File: src/rtl/quad_perspective_projection_defines.svh
// ---------------------------------------------------------------------------
// Quad perspective projection assertion macros
// Shared concurrent assertion forms, clocked on clk, off during reset.
// ---------------------------------------------------------------------------
`ifndef QUAD_PERSPECTIVE_PROJECTION_DEFINES_SVH
`define QUAD_PERSPECTIVE_PROJECTION_DEFINES_SVH

// same-cycle implication
`define QPP_ASSERT_IMP(lbl, ante, cons) \
	lbl: assert property (@(posedge clk) disable iff (!arst_n) (ante) |-> (cons)) \
		else $error("qpp assertion failed");

// next-cycle implication
`define QPP_ASSERT_NXT(lbl, ante, cons) \
	lbl: assert property (@(posedge clk) disable iff (!arst_n) (ante) |=> (cons)) \
		else $error("qpp assertion failed");

`endif

File: src/rtl/qpp_pkg.sv
// ---------------------------------------------------------------------------
// qpp_pkg
// Widths, constants and shared types of the quad projection pipeline.
// ---------------------------------------------------------------------------
`default_nettype none
package qpp_pkg;

	localparam int LANES    = 4;
	localparam int COORD_W  = 32;
	localparam int TRIG_W   = 16;
	localparam int HALF_W   = 11;
	localparam int SCR_W    = 16;
	localparam int CIDX_W   = 3;
	localparam int FRAC_SH  = 14;

	localparam int X1_W     = 33;
	localparam int MT_W     = 50;
	localparam int T_W      = 36;
	localparam int MY_W     = 54;
	localparam int R_W      = 40;
	localparam int MR_W     = 58;
	localparam int P_W      = 44;
	localparam int D_W      = 41;
	localparam int NUM_W    = 55;
	localparam int MAG_W    = 54;
	localparam int Q_W      = 16;
	localparam int CMP_W    = D_W + Q_W;

	localparam int PRE_LAT  = 9;
	localparam int DIV_LAT  = Q_W + 2;
	localparam int LANE_LAT = PRE_LAT + DIV_LAT;

	localparam logic signed [COORD_W-1:0] EYE_DY     = -32'sd111411;
	localparam logic signed [R_W-1:0]     NEAR_Z     = 40'sd13107;
	localparam logic signed [TRIG_W-1:0]  TILT_COS   = 16'sd15965;
	localparam logic signed [TRIG_W-1:0]  TILT_SIN   = 16'sd3684;
	localparam logic signed [TRIG_W-1:0]  PROJ_SCALE = 16'sd500;
	localparam logic signed [D_W-1:0]     ONE_Q16    = 41'sd65536;
	localparam logic signed [SCR_W-1:0]   SAT_POS    = 16'sh7FFF;
	localparam logic signed [SCR_W-1:0]   SAT_NEG    = 16'sh8000;

	typedef enum logic [CIDX_W-1:0] {
		CFG_VIEWER_X = 3'd0,
		CFG_YAW_COS  = 3'd1,
		CFG_YAW_SIN  = 3'd2,
		CFG_ROLL_COS = 3'd3,
		CFG_ROLL_SIN = 3'd4,
		CFG_HALF_W   = 3'd5,
		CFG_HALF_H   = 3'd6
	} cfg_idx_t;

	typedef struct packed {
		logic signed [COORD_W-1:0] viewer_x;
		logic signed [TRIG_W-1:0]  yaw_cos;
		logic signed [TRIG_W-1:0]  yaw_sin;
		logic signed [TRIG_W-1:0]  roll_cos;
		logic signed [TRIG_W-1:0]  roll_sin;
		logic [HALF_W-1:0]         half_width;
		logic [HALF_W-1:0]         half_height;
	} cfg_t;

	typedef struct packed {
		logic signed [SCR_W-1:0] sx;
		logic signed [SCR_W-1:0] sy;
		logic                    near;
	} lane_res_t;

endpackage
`default_nettype wire

File: src/rtl/qpp_merge.sv
// ---------------------------------------------------------------------------
// qpp_merge
// Combines the four lane results: cull on any near vertex, output register.
// ---------------------------------------------------------------------------
`default_nettype none
module qpp_merge
	import qpp_pkg::*;
(
	input  wire logic                     clk,
	input  wire logic                     arst_n,
	input  wire logic                     en,
	input  wire logic                     vld,
	input  wire lane_res_t                lane [LANES],
	output logic                          tvalid_q,
	output logic [2*SCR_W*LANES-1:0]      tdata_q,
	output logic                          culled_q
);

	logic                         cull;
	logic [2*SCR_W*LANES-1:0]     data_d;

	always_comb begin
		cull = 1'b0;
		for (int k = 0; k < LANES; k++)
			cull = cull | lane[k].near;
		for (int k = 0; k < LANES; k++) begin
			data_d[2*k*SCR_W +: SCR_W]     = cull ? '0 : lane[k].sx;
			data_d[(2*k+1)*SCR_W +: SCR_W] = cull ? '0 : lane[k].sy;
		end
	end

	always_ff @(posedge clk or negedge arst_n) begin
		if (!arst_n) begin
			tvalid_q <= 1'b0;
		end else if (en) begin
			tvalid_q <= vld;
		end
	end

	always_ff @(posedge clk) begin
		if (en) begin
			tdata_q  <= data_d;
			culled_q <= cull;
		end
	end

endmodule
`default_nettype wire

File: config.mk
export PLATFORM = sky130hd
export DESIGN_NAME = qpp_merge
export DESIGN_NICKNAME = d
export VERILOG_FILES = /design/src/rtl/quad_perspective_projection_defines.svh /design/src/rtl/qpp_pkg.sv /design/src/rtl/qpp_merge.sv
export SDC_FILE = /design/constraint.sdc
export NUM_CORES = 1
export LEC_CHECK = 0
export BUFFER_PORTS_ARGS = -buffer_cell sky130_fd_sc_hd__buf_2
export CORE_ASPECT_RATIO = 1.5
export CORE_MARGIN = 2
export CORE_UTILIZATION = 30
export CTS_BUF_LIST = sky130_fd_sc_hd__clkbuf_16
export DETAILED_ROUTE_END_ITERATION = 16
export GPL_TIMING_DRIVEN = 1
export SETUP_SLACK_MARGIN = 0.02
export SLEW_MARGIN = 10
export SYNTH_ARGS = -nofsm -noshare
export SYNTH_HDL_FRONTEND = slang
export SYNTH_SLANG_ARGS = --single-unit
File: constraint.sdc
create_clock -name clk -period 0.99 [get_ports clk]
set_input_delay 0.0495 -clock clk [delete_from_list [all_inputs] [get_ports clk]]
set_output_delay 0.0495 -clock clk [all_outputs]
set_load 0.1 [all_outputs]
After elaboration in Yosys (flattened, before gate mapping)
Cells that the tools add are included.
{"block": "classes", "n_bitwise": 3}
{"cell": "1-bit OR", "n": 3}
{"block": "totals", "regBits": 130, "wordCells": 6}

Depth between registers and ports, before layout
{"block": "logic_depth", "ltp_word": 3, "mapped_depth": 4}

Worst setup path after synthesis
No wires, ideal clock.
{"block": "synth_timing", "kind": "reg2reg", "from": "register, netlist name tvalid_q", "to": "register tvalid_q", "setup_ps": 125, "arrival_ps": 1130, "t_required_ps": 865, "setup_slack_ps": -266, "path_stages_with_launch": 2, "n_path_buf": 0, "synth_period_minus_slack_ps": 1256, "cell_sequence": "dfrtp_1 > mux2_2"}
{"item": "end signal, assigned", "line": "qpp_merge.sv:36", "source": "tvalid_q <= vld;"}
{"item": "end, declared", "line": "qpp_merge.sv:14", "source": "output logic tvalid_q,"}

Worst setup path in the final report
{"block": "layout_timing", "from": "register tvalid_q", "to": "output port tvalid_q"}
No word-level cell between the ends.

==> impl_metrics.json <==
{
  "ctsResizeCount": 0,
  "grt.overflow.total": 0,
  "coreArea_mm2": 0.0156,
  "synth_top_area_share_pct": 80.7,
  "hold_viol_final": 0,
  "ff2ff_setup_slack_ns": 0.13,
  "synthToLayoutAreaGrowth_pct": 115,
  "wl_met3_mm": 1.06,
  "relSlewSlack_pct": 82.2,
  "rsz0062_at_grt": "yes",
  "grt_first_pass_wirelength_mm": 22.1,
  "clkLatencyLatePin_ns": 0.39,
  "crit_arrival_ns": 1.05,
  "start_util_pct": 30.7,
  "end_kind": "primary output",
  "n_antenna_cell": 0,
  "vias": 3737,
  "finClkSkew_ns": 0,
  "regToRegEndpoint": "tvalid_q$_DFFE_PN0P_",
  "num_io_pins": 266,
  "fmax_mhz": 906,
  "layout.nets": 825,
  "r2r_start": "tvalid_q$_DFFE_PN0P_",
  "min-delay-start": "en",
  "place_congestion": 0.743,
  "finalCritPeriodShare_pct": 112,
  "highest_layer": "met4",
  "power-per-cell-area_mw_per_mm2": 1700,
  "holdPathStages": 1,
  "worst_slack_ns": -0.114,
  "synth_area_leaders": "edfxtp_1 81%, and2_1 17%, clkbuf_2 1.1%, dfrtp_1 0.52%, buf_4 0.31%",
  "viasPerCell": 4.13,
  "post-place-cells": 742,
  "start_kind": "flip-flop",
  "nFillCells": 1016,
  "drv_slew": 0,
  "cts-buffers-inserted": 17,
  "drt_iter0_drc": 113,
  "fin_crit_ns": 1.10,
  "cts-root-buf": "clkbuf_16",
  "clock_path_buffers": 2,
  "critPathKind": "flip-flop to primary output",
  "slowest_delay_ns": 0.49,
  "die_x_um": 107,
  "wl_met2_mm": 7.80,
  "grt_use_total_pct": 17.1,
  "hpwl_mm": 9.47,
  "syn_avg_cell_area_um2": 17.5,
  "cap_violations": 0,
  "port_buffers": 265,
  "first_global_vias": 4269,
  "crit_chain": "buf_12",
  "synth.largest_area_cell": "edfxtp_1",
  "htree_levels": 4,
  "hold_path_end": "tdata_q[99]$_SDFFCE_PP0P_",
  "rows": 56,
  "synth_seq_cells": 130,
  "grt_max_degree": 59,
  "ys_types": 9,
  "cts.reportedPaths.clkPinSlew_ns": 0.06,
  "hold_path_class": "input port to flip-flop",
  "synth_area_mm2": 0.00480,
  "dieArea_mm2": 0.0171,
  "yosysWarningCount": 0,
  "worstMarginPinSlew_ns": 0.268,
  "setup_viol": 130,
  "cts_tree": "built",
  "slowest_stage": "dfrtp_4",
  "synth_fp_nets": 411,
  "wl_met1_mm": 4.74,
  "vdd_drop_max_mv": 0.942,
  "cp_top_family": "flip-flops",
  "layoutNonFillerInstCount": 904,
  "postRouteAntennaNets": 0,
  "synthCells": 275,
  "required_ns": 0.94,
  "drive_gt1_share_pct": 44.2,
  "cts_sinks": 130,
  "drcViolationCount": 0,
  "crit_buf_inv": 1,
  "r2r_cells": 1,
  "crit_fanout": 2,
  "failed_checks": "negative setup slack",
  "critPathLaunch": "tvalid_q$_DFFE_PN0P_",
  "wl_mm": 14.1,
  "p_leak_nw": 4.29,
  "fin_setup_tns_ns": -8.05,
  "status": "finished, violations left",
  "fp.dieH_um": 159,
  "firstDrtPassIters": 4,
  "antenna_found_initial": 0,
  "seq_area_frac_synth_pct": 81.2,
  "wl_per_cell_um": 15.6
}
[area by class of cell]
type / count / area, um^2 / share of cell area [%]
Clock buffer: 17 / 425 / 4.11
Clock inverter: 14 / 168 / 1.62
Inverter: 1 / 3.75 / 0.0363
Multi-Input combinational cell: 130 / 833 / 8.06
Sequential cell: 130 / 3900 / 37.7
Tap cell: 203 / 254 / 2.46
Timing Repair Buffer: 409 / 4750 / 46.0
[cells by family after synthesis]
logic type             Yosys count  synth area share [%]
DFF                            130                  81.2
and+or+nand+nor                129                  16.9
buffers and inverters           15                  1.62
muxes                            1                 0.235
[worst max path at each step]
stage / cells past startpoint / endpoint / slack, ns
2_1_floorplan: 1 / tvalid_q$_DFFE_PN0P_ / -0.03
3_3_place_gp: 5 / culled_q$_DFFE_PP_ / -0.15
3_5_place_dp: 5 / tdata_q[77]$_SDFFCE_PP0P_ / -0.17
4_1_cts: 1 / tvalid_q / -0.14
5_1_grt: 1 / tvalid_q / -0.15
6_report: 1 / tvalid_q / -0.11
[power breakdown]
| part | total [W] | switching (W) | leakage (nW) | internal (W) |
|---|---|---|---|---|
| logic | 0.00470 | 0.00288 | 2.77 | 0.00183 |
| clock network | 0.00621 | 0.00228 | 0.280 | 0.00393 |
| registers | 0.00668 | 0.000271 | 1.24 | 0.00641 |
| total | 0.0176 | 0.00543 | 4.29 | 0.0122 |
[per-stage QoR]
| stage | setup WS [ns] | hold WS, ns | utilization [%] | total power [W] | instance area (um^2) |
|---|---|---|---|---|---|
| after floorplan | -0.0306 | -0.246 | - | 0.00910 | 4800 |
| after global placement | -0.154 | -0.173 | 54.0 | 0.0110 | 8430 |
| after detailed placement | -0.172 | -0.173 | 54.0 | 0.0111 | 8430 |
| after CTS | -0.138 | 0.0309 | 66.2 | 0.0177 | 10300 |
| after global routing | -0.151 | 0.0364 | 66.2 | 0.0181 | 10300 |
| final | -0.114 | 0.0493 | 66.2 | 0.0176 | 10300 |
[placed cells by master, fill, tap and decap left out, drive strengths merged]
cell | netlist | layout
inv | 1 | 2
dlygate4sd3 | 0 | 131
mux2 | 1 | 1
buf | 2 | 278
clkinv | 0 | 6
nor4 | 1 | 1
clkinvlp | 0 | 4
clkbuf | 12 | 17
dfrtp | 1 | 1
edfxtp | 129 | 129
bufinv | 0 | 3
and2 | 128 | 128
[synth_stat cells]
| master | number |
|---|---|
| dfrtp_1 | 1 |
| buf_4 | 2 |
| nor4_2 | 1 |
| edfxtp_1 | 129 |
| clkbuf_1 | 1 |
| clkbuf_2 | 11 |
| inv_1 | 1 |
| and2_1 | 128 |
| mux2_2 | 1 |
[timing repair]
| action | in CTS | in global routing |
|---|---|---|
| setup buffers | 0 | 0 |
| pin swaps | 0 | 0 |
| hold buffers | 131 | 0 |
| setup endpoints to repair | 130 | 130 |
| endpoints found under the hold margin | 130 | 0 |
[state kept, by name, indices dropped and copies added, names as in the netlist]
name / count
culled_q: 1
tdata_q: 128
tvalid_q: 1
[metal layers]
| layer | global-route usage, % | vias to the layer above |
|---|---|---|
| li1 | - | 1786 |
| met5 | 0 | - |
| met3 | 5.77 | 36 |
| met1 | 17.1 | 1738 |
| met4 | 8.09 | 0 |
| met2 | 31.1 | 177 |
(Power assumes the default switching activity.)
